<file path="src/rtl/mbs_pkg.sv">
// Package for the masked boxcar smoother: shared constants, register indexes
// and controller states. No dependencies.
package mbs_pkg;

    localparam int SAMPLE_W          = 16;
    localparam int MAX_WINDOW_DEF    = 31;
    localparam int MAX_SERIES_DEF    = 4096;
    localparam int CFG_DATA_W        = 13;
    localparam int CFG_INDEX_W       = 2;
    localparam int WINDOW_W          = 5;
    localparam int SERIES_W          = 13;

    localparam logic [WINDOW_W-1:0] WINDOW_RST = 5'd5;
    localparam logic [SERIES_W-1:0] SERIES_RST = 13'd365;

    typedef enum logic [CFG_INDEX_W-1:0] {
        CFG_WINDOW = 2'd0,
        CFG_RAMP   = 2'd1,
        CFG_SERIES = 2'd2,
        CFG_HONOR  = 2'd3
    } cfg_index_t;

    typedef enum logic [4:0] {
        S_IDLE   = 5'b00001,
        S_DECIDE = 5'b00010,
        S_SCAN   = 5'b00100,
        S_DIV    = 5'b01000,
        S_OUT    = 5'b10000
    } state_t;

endpackage

</file>
<file path="src/rtl/mbs_cell.sv">
// One storage cell of the sample ring: shifts in a new sample or rotates
// towards the read head. Depends on mbs_pkg.
module mbs_cell (
    input  logic                         aclk,
    input  logic                         aresetn,
    input  logic                         load,
    input  logic                         rot,
    input  logic [mbs_pkg::SAMPLE_W-1:0] shift_in,
    input  logic [mbs_pkg::SAMPLE_W-1:0] rot_in,
    output logic [mbs_pkg::SAMPLE_W-1:0] q
);
    logic [mbs_pkg::SAMPLE_W-1:0] val_reg;

    always_ff @(posedge aclk) begin
        if (!aresetn) begin
            val_reg <= '0;
        end else if (load) begin
            val_reg <= shift_in;
        end else if (rot) begin
            val_reg <= rot_in;
        end
    end

    assign q = val_reg;
endmodule

</file>
<file path="src/rtl/mbs_div.sv">
// Restoring divider, one quotient bit per cycle.
// Depends on nothing beyond its parameters.
module mbs_div #(
    parameter int NUM_W = 24,
    parameter int DEN_W = 8
) (
    input  logic             aclk,
    input  logic             aresetn,
    input  logic             start,
    input  logic [NUM_W-1:0] dividend,
    input  logic [DEN_W-1:0] divisor,
    output logic             done,
    output logic [NUM_W-1:0] quotient
);
    localparam int CNT_W = $clog2(NUM_W + 1);

    logic [NUM_W-1:0] quo_reg, quo_next;
    logic [DEN_W:0]   rem_reg, rem_next;
    logic [DEN_W-1:0] den_reg;
    logic [CNT_W-1:0] cnt_reg, cnt_next;
    logic             busy_reg, busy_next;
    logic [DEN_W:0]   rem_sh;
    logic             fits;

    always_comb begin
        rem_sh    = {rem_reg[DEN_W-1:0], quo_reg[NUM_W-1]};
        fits      = rem_sh >= {1'b0, den_reg};
        quo_next  = quo_reg;
        rem_next  = rem_reg;
        cnt_next  = cnt_reg;
        busy_next = busy_reg;
        if (start) begin
            quo_next  = dividend;
            rem_next  = '0;
            cnt_next  = CNT_W'(NUM_W);
            busy_next = 1'b1;
        end else if (busy_reg) begin
            rem_next = fits ? rem_sh - {1'b0, den_reg} : rem_sh;
            quo_next = {quo_reg[NUM_W-2:0], fits};
            cnt_next = cnt_reg - 1'b1;
            if (cnt_reg == CNT_W'(1)) begin
                busy_next = 1'b0;
            end
        end
    end

    always_ff @(posedge aclk) begin
        if (!aresetn) begin
            busy_reg <= 1'b0;
            cnt_reg  <= '0;
        end else begin
            busy_reg <= busy_next;
            cnt_reg  <= cnt_next;
        end
    end

    always_ff @(posedge aclk) begin
        quo_reg <= quo_next;
        rem_reg <= rem_next;
        if (start) begin
            den_reg <= divisor;
        end
    end

    assign done     = busy_reg && (cnt_reg == CNT_W'(1));
    assign quotient = quo_next;
endmodule

</file>
<file path="src/rtl/masked_boxcar_smoother_core.sv">
// Masked boxcar / triangular smoother, one sample in, results out in order.
// Per non-error result: a scan of all MAX_WINDOW ring cells, a divide of the SAMPLE_W plus
// weight-sum width total (skipped if nothing is included) and one output transfer.
// A new sample is taken only once all results of the last one are out, so output stalls hold the input.
// The final sample of a series gives up to tail+1 results back to back.
// aresetn (synchronous) clears control, sample counters and cells and loads the config registers' defaults.
module masked_boxcar_smoother_core #(
    parameter int MAX_WINDOW        = mbs_pkg::MAX_WINDOW_DEF,
    parameter int MAX_SERIES_LENGTH = mbs_pkg::MAX_SERIES_DEF
) (
    input  logic                            aclk,
    input  logic                            aresetn,
    input  logic                            s_tvalid,
    output logic                            s_tready,
    input  logic [15:0]                     s_tdata,   // sample
    input  logic                            s_tuser,   // sample_good
    output logic                            m_tvalid,
    input  logic                            m_tready,
    output logic [15:0]                     m_tdata,   // smoothed
    output logic                            m_tuser,   // status
    output logic                            m_tlast,   // last_of_series
    input  logic                            cfg_wr_en,
    input  logic [mbs_pkg::CFG_INDEX_W-1:0] cfg_index,
    input  logic [mbs_pkg::CFG_DATA_W-1:0]  cfg_wdata
);
    localparam int SW    = mbs_pkg::SAMPLE_W;
    localparam int CW    = $clog2(MAX_SERIES_LENGTH + 1);
    localparam int AW    = $clog2(MAX_WINDOW);
    localparam int WW    = $clog2(MAX_WINDOW + 1);
    localparam int WT_W  = $clog2(MAX_WINDOW / 2 + 2);
    localparam int WS_W  = $clog2((MAX_WINDOW / 2 + 1) * (MAX_WINDOW / 2 + 1) + 1);
    localparam int TOT_W = SW + WS_W;
    localparam int DW    = ((CW > AW) ? CW : AW) + 2;

    // configuration registers
    logic [mbs_pkg::WINDOW_W-1:0] win_reg;
    logic                         ramp_cfg_reg;
    logic [mbs_pkg::SERIES_W-1:0] series_reg;
    logic                         honor_reg;

    always_ff @(posedge aclk) begin
        if (!aresetn) begin
            win_reg      <= mbs_pkg::WINDOW_RST;
            ramp_cfg_reg <= 1'b0;
            series_reg   <= mbs_pkg::SERIES_RST;
            honor_reg    <= 1'b1;
        end else if (cfg_wr_en) begin
            unique case (mbs_pkg::cfg_index_t'(cfg_index))
                mbs_pkg::CFG_WINDOW: win_reg      <= cfg_wdata[mbs_pkg::WINDOW_W-1:0];
                mbs_pkg::CFG_RAMP:   ramp_cfg_reg <= cfg_wdata[0];
                mbs_pkg::CFG_SERIES: series_reg   <= cfg_wdata;
                mbs_pkg::CFG_HONOR:  honor_reg    <= cfg_wdata[0];
                default: ;
            endcase
        end
    end

    // settings derived from the registers at the first sample of a series
    int          n_int, w_int;
    logic [CW-1:0] fresh_n;
    logic [WW-1:0] fresh_tail;
    logic          fresh_err;

    always_comb begin
        n_int = int'(series_reg);
        if (n_int == 0) n_int = 1;
        if (n_int > MAX_SERIES_LENGTH) n_int = MAX_SERIES_LENGTH;
        fresh_err = int'(win_reg) > (n_int >> 1);
        w_int = int'(win_reg);
        if (w_int[0] == 1'b0) w_int = w_int + 1;
        if (w_int > MAX_WINDOW) begin
            w_int = MAX_WINDOW;
            if (w_int[0] == 1'b0) w_int = w_int - 1;
        end
        fresh_n    = CW'(n_int);
        fresh_tail = WW'(w_int >> 1);
    end

    mbs_pkg::state_t state_reg, state_next;
    logic [CW-1:0] rcv_reg, rcv_next, emit_reg, emit_next;
    logic [CW-1:0] k_reg, k_next, pos_reg, pos_next, n_reg, n_next;
    logic [WW-1:0] tail_reg, tail_next;
    logic          ramp_reg, ramp_next, err_reg, err_next, final_reg, final_next;
    logic [AW-1:0] age_reg, age_next;
    logic [TOT_W-1:0] total_reg, total_next;
    logic [WS_W-1:0]  wsum_reg, wsum_next;
    logic [SW-1:0]    res_reg, res_next;
    logic             last_reg, last_next, status_reg, status_next;

    logic          in_xfer, out_xfer, first, cur_final;
    logic [CW-1:0] cur_n, rcv_inc, emit_inc;
    logic [SW-1:0] store_val, head;
    logic          div_start, div_done;
    logic [TOT_W-1:0] div_q;

    // sample ring: cell 0 is the newest sample and the read head
    logic [SW-1:0] cell_q [MAX_WINDOW];
    logic          ring_load, ring_rot;

    assign store_val = (s_tuser || !honor_reg) ? s_tdata : '0;
    assign ring_load = in_xfer;
    assign ring_rot  = (state_reg == mbs_pkg::S_SCAN);

    for (genvar g = 0; g < MAX_WINDOW; g++) begin : g_ring
        mbs_cell u_cell (
            .aclk     (aclk),
            .aresetn  (aresetn),
            .load     (ring_load),
            .rot      (ring_rot),
            .shift_in ((g == 0) ? store_val : cell_q[(g == 0) ? 0 : g - 1]),
            .rot_in   (cell_q[(g + 1) % MAX_WINDOW]),
            .q        (cell_q[g])
        );
    end
    assign head = cell_q[0];

    // contribution of the sample at the head (age age_reg)
    logic signed [DW-1:0] offs, offs_abs;
    logic                 in_win;
    logic [WT_W-1:0]      wt;

    always_comb begin
        offs     = $signed(DW'(k_reg)) - $signed(DW'(age_reg)) - $signed(DW'(pos_reg));
        offs_abs = (offs < 0) ? -offs : offs;
        in_win   = (DW'(age_reg) <= DW'(k_reg)) && (offs_abs <= $signed(DW'(tail_reg)))
                   && (head != '0);
        wt       = ramp_reg ? WT_W'(DW'(tail_reg) + DW'(1) - offs_abs) : WT_W'(1);
    end

    mbs_div #(.NUM_W(TOT_W), .DEN_W(WS_W)) u_div (
        .aclk     (aclk),
        .aresetn  (aresetn),
        .start    (div_start),
        .dividend (total_next),
        .divisor  (wsum_next),
        .done     (div_done),
        .quotient (div_q)
    );

    assign in_xfer  = s_tvalid && s_tready;
    assign out_xfer = m_tvalid && m_tready;
    assign first    = (rcv_reg == '0);
    assign cur_n    = first ? fresh_n : n_reg;
    assign rcv_inc  = rcv_reg + 1'b1;
    assign emit_inc = emit_reg + 1'b1;
    assign cur_final = rcv_inc >= cur_n;
    assign div_start = (state_reg == mbs_pkg::S_SCAN) && (age_reg == AW'(MAX_WINDOW - 1))
                       && (wsum_next != '0);

    always_comb begin
        state_next  = state_reg;
        rcv_next    = rcv_reg;
        emit_next   = emit_reg;
        k_next      = k_reg;
        pos_next    = pos_reg;
        n_next      = n_reg;
        tail_next   = tail_reg;
        ramp_next   = ramp_reg;
        err_next    = err_reg;
        final_next  = final_reg;
        age_next    = age_reg;
        total_next  = total_reg;
        wsum_next   = wsum_reg;
        res_next    = res_reg;
        last_next   = last_reg;
        status_next = status_reg;

        unique case (state_reg)
            mbs_pkg::S_IDLE: begin
                if (in_xfer) begin
                    if (first) begin
                        n_next    = fresh_n;
                        tail_next = fresh_tail;
                        ramp_next = ramp_cfg_reg;
                        err_next  = fresh_err;
                    end
                    k_next     = rcv_reg;
                    final_next = cur_final;
                    rcv_next   = cur_final ? '0 : rcv_inc;
                    state_next = mbs_pkg::S_DECIDE;
                end
            end
            mbs_pkg::S_DECIDE: begin
                state_next = mbs_pkg::S_IDLE;
                if (err_reg) begin
                    if (final_reg) begin
                        res_next    = '0;
                        status_next = 1'b1;
                        last_next   = 1'b1;
                        emit_next   = '0;
                        state_next  = mbs_pkg::S_OUT;
                    end
                end else if (final_reg || (k_reg >= CW'(tail_reg))) begin
                    pos_next   = emit_reg;
                    age_next   = '0;
                    total_next = '0;
                    wsum_next  = '0;
                    state_next = mbs_pkg::S_SCAN;
                end
            end
            mbs_pkg::S_SCAN: begin
                if (in_win) begin
                    total_next = total_reg + TOT_W'(head * wt);
                    wsum_next  = wsum_reg + WS_W'(wt);
                end
                age_next = age_reg + 1'b1;
                if (age_reg == AW'(MAX_WINDOW - 1)) begin
                    status_next = 1'b0;
                    last_next   = (pos_reg == n_reg - 1'b1);
                    if (wsum_next == '0) begin
                        res_next   = '0;
                        state_next = mbs_pkg::S_OUT;
                    end else begin
                        state_next = mbs_pkg::S_DIV;
                    end
                end
            end
            mbs_pkg::S_DIV: begin
                if (div_done) begin
                    res_next   = div_q[SW-1:0];
                    state_next = mbs_pkg::S_OUT;
                end
            end
            mbs_pkg::S_OUT: begin
                if (out_xfer) begin
                    state_next = mbs_pkg::S_IDLE;
                    if (!err_reg) begin
                        emit_next = emit_inc;
                        if (final_reg) begin
                            if (emit_inc < n_reg) begin
                                pos_next   = emit_inc;
                                age_next   = '0;
                                total_next = '0;
                                wsum_next  = '0;
                                state_next = mbs_pkg::S_SCAN;
                            end else begin
                                emit_next = '0;
                            end
                        end
                    end
                end
            end
            default: state_next = mbs_pkg::S_IDLE;
        endcase
    end

    always_ff @(posedge aclk) begin
        if (!aresetn) begin
            state_reg <= mbs_pkg::S_IDLE;
            rcv_reg   <= '0;
            emit_reg  <= '0;
            n_reg     <= CW'(1);
            tail_reg  <= '0;
            ramp_reg  <= 1'b0;
            err_reg   <= 1'b0;
            final_reg <= 1'b0;
        end else begin
            state_reg <= state_next;
            rcv_reg   <= rcv_next;
            emit_reg  <= emit_next;
            n_reg     <= n_next;
            tail_reg  <= tail_next;
            ramp_reg  <= ramp_next;
            err_reg   <= err_next;
            final_reg <= final_next;
        end
    end

    always_ff @(posedge aclk) begin
        k_reg      <= k_next;
        pos_reg    <= pos_next;
        age_reg    <= age_next;
        total_reg  <= total_next;
        wsum_reg   <= wsum_next;
        res_reg    <= res_next;
        last_reg   <= last_next;
        status_reg <= status_next;
    end

    assign s_tready = (state_reg == mbs_pkg::S_IDLE);
    assign m_tvalid = (state_reg == mbs_pkg::S_OUT);
    assign m_tdata  = res_reg;
    assign m_tuser  = status_reg;
    assign m_tlast  = last_reg;
endmodule

</file>
<file path="config.mk">
export PLATFORM = sky130hd
export DESIGN_NAME = masked_boxcar_smoother_core
export DESIGN_NICKNAME = d
export VERILOG_FILES = /design/src/rtl/mbs_pkg.sv /design/src/rtl/mbs_cell.sv /design/src/rtl/mbs_div.sv /design/src/rtl/masked_boxcar_smoother_core.sv
export SDC_FILE = /design/constraint.sdc
export NUM_CORES = 2
export LEC_CHECK = 0
export BUFFER_PORTS_ARGS = -buffer_cell sky130_fd_sc_hd__buf_2
export CAP_MARGIN = 15
export CORE_ASPECT_RATIO = 1.2
export CORE_MARGIN = 5
export CORE_UTILIZATION = 60
export CTS_CLUSTER_DIAMETER = 80
export DETAILED_ROUTE_END_ITERATION = 8
export PLACE_DENSITY = 0.76
export SETUP_SLACK_MARGIN = 0.3
export SLEW_MARGIN = 20
export SYNTH_ARGS = -nofsm -noshare
export SYNTH_HDL_FRONTEND = slang
export SYNTH_SLANG_ARGS = --single-unit
</file>
<file path="constraint.sdc">
create_clock -name aclk -period 10.91 [get_ports aclk]
set_clock_uncertainty 0.2 [all_clocks]
set_input_delay 2.7275 -clock aclk [delete_from_list [all_inputs] [get_ports aclk]]
set_output_delay 2.7275 -clock aclk [all_outputs]
set_load 0.03 [all_outputs]
</file>
# == Yosys cells after proc, flatten, opt, wreduce, memory -nomap -nowiden ==
# Cells that the tools add are included.
# op_classes
n_addsub,14
multipliers,1
order_cmp,10
eq_ne,23
muxes,141
n_bitwise,1
reduce_logical,35
# op_table
operator,count
16-bit two-way mux,68
25-bit two-way mux,9
13-bit two-way mux,15
9-bit two-way mux,9
5-bit two-way mux,16
25-bit case mux with 3 select lines,1
13-bit case mux with 2 select lines,2
16-bit case mux with 3 select lines,1
"32-bit by 14-bit greater-than comparator with 1-bit output, second input constant",1
"32-bit by 6-bit greater-than comparator with 1-bit output, second input constant",1
32-bit two-way mux,1
5-bit by 31-bit greater-than comparator with 1-bit output,1
9-bit case mux with 3 select lines,1
"13-bit by 1-bit adder with 13-bit output, second input constant",2
13-bit logical NOT,2
25-bit by 21-bit adder with 25-bit output,1
5-bit case mux with 5 select lines,1
16-bit by 5-bit multiplier with 21-bit output,1
"2-bit != test, second input constant",8
16-bit nonzero test,1
15-bit by 6-bit <= comparator with 1-bit output,1
"15-bit by 1-bit less-than comparator with 1-bit output, second input constant",1
15-bit two-way mux,1
15-bit negator,1
44 further kinds,79
# totals
reg_bits,700
output_inout_bits,20
word_cells,283

# == Logic depth before layout (Yosys ltp) ==
# logic_depth
ltp_word,15
mapped_depth,46
ltp_nobuf,45

# == Modules after synthesis ==
# A second synthesis with hierarchy kept.
# hier_totals
cells_unflattened,4003
area_unflattened_um2,42034.1
# by_module_without_submodules
module,instances,cells_per_inst,area_each_um2,seq_area_each_um2
mbs_cell,31,71,852.1,320.3
masked_boxcar_smoother_core,1,1554,13242.7,3593.4
mbs_div,1,248,2377.3,1071.0

# == Least setup slack after synthesis ==
# No wires, ideal clock.
# synth_timing
path_type,reg2reg
from,reg age_reg[1]
to,"reg u_div.quo_reg[24], data pin"
setup_ps,260
arrival_time_ps,9253
required_ps,10450
slack_ps,1197
stages_incl_launch_ff,43
path_buffers,2
path_cell_list,edfxtp_1 > inv_1 > ha_1 > nor2b_1 > o21ai_0 > nand2b_1 > a221o_1 > nor4_1 > xor2_1 > ha_1 > clkbuf_1 > and3_1 > inv_1 > a221oi_1 > a211o_1 > o21ai_1 > and2_1 > xor2_1 > (+7 left out) > inv_1 > fa_1 > fa_1 > inv_1 > ha_1 > o21a_1 > o31a_1 > o21ai_0 > a211oi_1 > o41ai_1 > o211ai_1 > a31o_2 > nand3_1 > nand3b_1 > nand2_1 > nor2_1 > a221o_1 > mux2_2
# synth_between
elab_cells_between_ends,24
cone_classes,add/sub: 6; mul: 1; order compare: 3; eq/ne: 1; mux: 8; reduce/logical: 5
# synth_rtl
element,line,text
start: declaration,masked_boxcar_smoother_core.sv:84,"logic [AW-1:0] age_reg, age_next;"
start signal: assignment,masked_boxcar_smoother_core.sv:272,age_reg <= age_next;
13-bit by 5-bit subtractor with 14-bit output,masked_boxcar_smoother_core.sv:123,offs = $signed(DW'(k_reg)) - $signed(DW'(age_reg)) - $signed(DW'(pos_reg));
14-bit by 14-bit subtractor with 15-bit output,masked_boxcar_smoother_core.sv:123,
15-bit negator or 15-bit by 1-bit less-than comparator with 1-bit output (tied branches),masked_boxcar_smoother_core.sv:124,offs_abs = (offs < 0) ? -offs : offs;
15-bit two-way mux,masked_boxcar_smoother_core.sv:124,
5-bit subtractor,masked_boxcar_smoother_core.sv:127,wt = ramp_reg ? WT_W'(DW'(tail_reg) + DW'(1) - offs_abs) : WT_W'(1);
5-bit two-way mux,masked_boxcar_smoother_core.sv:127,
16-bit by 5-bit multiplier with 21-bit output,masked_boxcar_smoother_core.sv:203,total_next = total_reg + TOT_W'(head * wt);
25-bit by 21-bit adder with 25-bit output,masked_boxcar_smoother_core.sv:203,
25-bit two-way mux (*),masked_boxcar_smoother_core.sv:202,if (in_win) begin
25-bit case mux with 3 select lines (*),masked_boxcar_smoother_core.sv:168,unique case (state_reg)
net total_next[24],masked_boxcar_smoother_core.sv:85,"logic [TOT_W-1:0] total_reg, total_next;"
25-bit two-way mux (*),mbs_div.sv:32,if (start) begin
net div_q[24],masked_boxcar_smoother_core.sv:94,logic [TOT_W-1:0] div_q;
end signal: assignment,mbs_div.sv:58,quo_reg <= quo_next;
end: declaration,mbs_div.sv:17,"logic [NUM_W-1:0] quo_reg, quo_next;"
# The timed path passes the listed nets; every way through them passes the cells marked *. The select of a mux whose other input is x is not followed.
# A chain may end at the register's enable or synchronous reset.

# == Final worst setup path ==
# layout_timing
from,reg age_reg[0]
to,"reg u_div.quo_reg[24], data pin"
# The elaborated chain is that of the path after synthesis.

==> impl_metrics.py <==
metrics = {
    "clock_tree": {
        "clockBufferDepth": 3,
        "clkTransAtPathRegs_ns": 0.06,
        "insertion_delay_ns": 0.62,
        "clock-root-buffer": "clkbuf_16",
        "postCtsHoldBufs": 0,
        "cts_made_buffers": 73,
        "cts_tree": "done",
        "cts.sinks": 700,
        "cts_max_level": 3,
    },
    "cells_and_area": {
        "final_area_um2": 40500,
        "fillers": 5173,
        "drive_above_1_share_pct": 5.84,
        "fin_util_pct": 65.1,
        "diodes": 0,
        "largest_register_ffs": 496,
        "fin_nets": 4550,
        "area.sequential_um2": 14700,
        "area_growth_pct": 7.39,
        "multi_input_area_um2": 21100,
    },
    "die": {
        "die_w_um": 239,
        "design.core.area_um2": 62200,
        "core.rowCount": 100,
        "die_y_um": 285,
        "boundaryPins": 57,
        "dieArea_um2": 68000,
        "start_util_pct": 60.6,
    },
    "timing": {
        "slew_headroom_pct": 27.6,
        "setup_viol": 0,
        "slew_violations": 0,
        "tightest_slew_ns": 1.09,
        "layout_setup_ws_ns": 0.933,
        "fin_crit_sh_pct": 91.5,
        "fmax_ghz": 0.100,
        "tns_ns": 0,
        "rsz0062_at_grt": "false",
        "period_needed_ns": 9.98,
        "finalHoldViolations": 0,
    },
    "synthesis": {
        "yosys.area_share.simple_pct": 24.7,
        "synthMuxAreaShare_pct": 1.87,
        "yosys_warnings": 0,
        "syn_area_per_cell_um2": 8.37,
        "ys_seq_area_share_pct": 39.0,
        "synth-compound-area-share_pct": 19.2,
        "synthFlopType": "dfxtp_1",
        "syn_nets": 4726,
        "netlist_area_um2": 37700,
        "synthAdderAreaFrac_pct": 7.37,
        "ys_types": 87,
        "synthCells": 4506,
        "synth_seq_cells": 700,
        "synth_top_family_by_area": "simple AND/OR/NAND/NOR gates",
        "synth-async-reset-ratio_pct": 0,
        "synth_edf_count": 67,
        "synth-xor-area-share_pct": 2.58,
    },
    "routing": {
        "num_vias": 30600,
        "drc": 0,
        "post_drt_wl_per_cell_um": 15.5,
        "vias_per_cell": 5.88,
        "ant_nets": 0,
        "drt-initial-drc-count": 2516,
        "wl_um": 80500,
        "first_pass_iters": 5,
    },
    "power": {
        "power_density_nw_per_um2": 198,
        "seq_power_share_pct": 42.1,
        "switchingPower_uw": 2630,
        "power_leakage_uw": 0.0206,
        "switching_share_pct": 32.9,
        "ir_drop_mv": 0.178,
        "comb_power_share_pct": 27.1,
        "p_clk_share_pct": 30.8,
        "internal_power_uw": 5360,
    },
    "critical_path": {
        "r2r_cells": 44,
        "cp.required_ns": 11.06,
        "cp-end-kind": "flip-flop",
        "timing.critical_path.mode_cell": "ha_1",
        "cp_max_fo": 16,
        "path_class": "reg2reg",
        "worst_setup_path_start_kind": "flip-flop",
        "crit_arrival_ns": 10.13,
        "worst_path_largest_cell_delay_ns": 0.55,
        "slowest_stage": "fa_1",
    },
    "placed_design": {
        "hpwl_um": 50200,
        "place_area_um2": 38000,
        "port_buffers": 56,
        "gp_congestion": 0.895,
        "dp_slack_ns": 0.469,
    },
    "grt": {
        "grt_max_degree": 245,
        "gr-total-overflow": 0,
        "grt_usage_pct": 22.9,
        "grt_pass1_wl_um": 137000,
        "antenna_found_initial": 0,
        "first_global_vias": 28200,
    },
    "flow_run": {
        "maxCapViolCount": 0,
    },
    "outcome": {
        "status": "finished clean",
    },
    "hold_path": {
        "hold_class": "reg2reg",
        "hold_depth": 2,
    },
}
[through the flow]
step	power [uW]	std cells	hold slack, ns
finish	8000	5199	0.276
floorplan	5030	4506	0.241
global route	8500	5199	0.294
CTS	8010	5194	0.280
global placement	5470	5066	0.257
detailed placement	5530	5066	0.266
[cells in the mapped netlist (19+ instances only)]
cell         n  area (um^2)
nor2b_1     59          369
dfxtp_1    633        12700
edfxtp_1    67         2010
buf_1       45          169
xnor2_1     64          561
o211a_1    479         4790
xor2_1      45          394
and3_1      77          482
inv_1      185          694
nor2_1      88          330
o21a_1      33          248
o21ai_0     71          355
nand3_1    526         2630
a21oi_1     78          390
a21boi_0    30          225
nor3_1      27          135
clkbuf_1   288         1080
nand2b_1    19          119
nand2_1   1154         4330
mux2i_1     55          551
and2_1      34          213
a31oi_1     25          156
ha_1       118         1480
fa_1        65         1300
[repair_timing]
item | 4_1_cts | 5_1_grt
gates resized for setup | 0 | 16
endpoints found under the hold margin | 0 | 0
setup buffers | 0 | 5
setup endpoints to repair | 0 | 14
[metal layers]
| metal | vias up | global-route usage (%) | part of all wire (%) |
|---|---|---|---|
| met5 | - | 0 | 0 |
| met4 | 0 | 7.00 | 2.6 |
| met3 | 131 | 2.98 | 3.4 |
| met2 | 470 | 38.6 | 49 |
| met1 | 14600 | 30.8 | 45 |
| li1 | 15300 | - | - |
[placed cells by master, fill, tap and decap left out, types with 76 or more instances in the layout]
cell,synthesis,final
ha_1,118,116
nand3_1,526,526
nand2_1,1154,1153
a21oi_1,78,77
and3_1,77,77
o211a_1,479,479
dfxtp_1,633,632
clkbuf_16,0,76
inv_1,185,184
nor2_1,88,88
[final cells by class]
cell class              instances  area share, %
well taps                     816           2.52
inverters                     187           1.75
multi-input cells            3280           52.1
clock inverters                27          0.736
clock buffers                 101           5.10
repair buffers                 88           1.50
flip-flops and latches        700           36.3
[critical path: cells and delay by family (launching register included)]
kind	cells	cell delay [ns]
AND/OR/NAND/NOR	12	1.79
adder cells (fa/ha/maj)	9	3.32
XOR/XNOR	4	0.55
multiplexers	1	0.26
AO/OA/AOI/OAI	13	2.46
flip-flops	1	0.45
buffers and inverters	5	0.68
[power by group through the flow]
stage          Clock, uW  Combinational [uW]  Sequential (uW)
2_1_floorplan          0                1710             3320
3_3_place_gp           0                2060             3410
3_5_place_dp           0                2120             3410
4_1_cts             2520                2130             3360
5_1_grt             2620                2450             3430
6_report            2470                2160             3360
[kinds of logic (layout without fill, tap and decap cells)]
kind of cell             after synthesis  count (layout)
AND/OR/NAND/NOR                     2080            2080
AO/OA/AOI/OAI                        841             841
flip-flops                           700             700
buffers and inverters                526             403
adder cells (fa/ha/maj)              183             183
XOR/XNOR                             110             110
multiplexers                          66              66
[final timing paths]
path / from / endpoint / slack, ns
worst max-delay path: age_reg[0] / u_div.quo_reg[24] / 0.93
worst min-delay path: honor_reg / honor_reg / 0.28
worst max register to register: age_reg[0] / u_div.quo_reg[24] / 0.93
worst min register to register: honor_reg / honor_reg / 0.28
No activity file was read; power rests on OpenSTA's default activity.
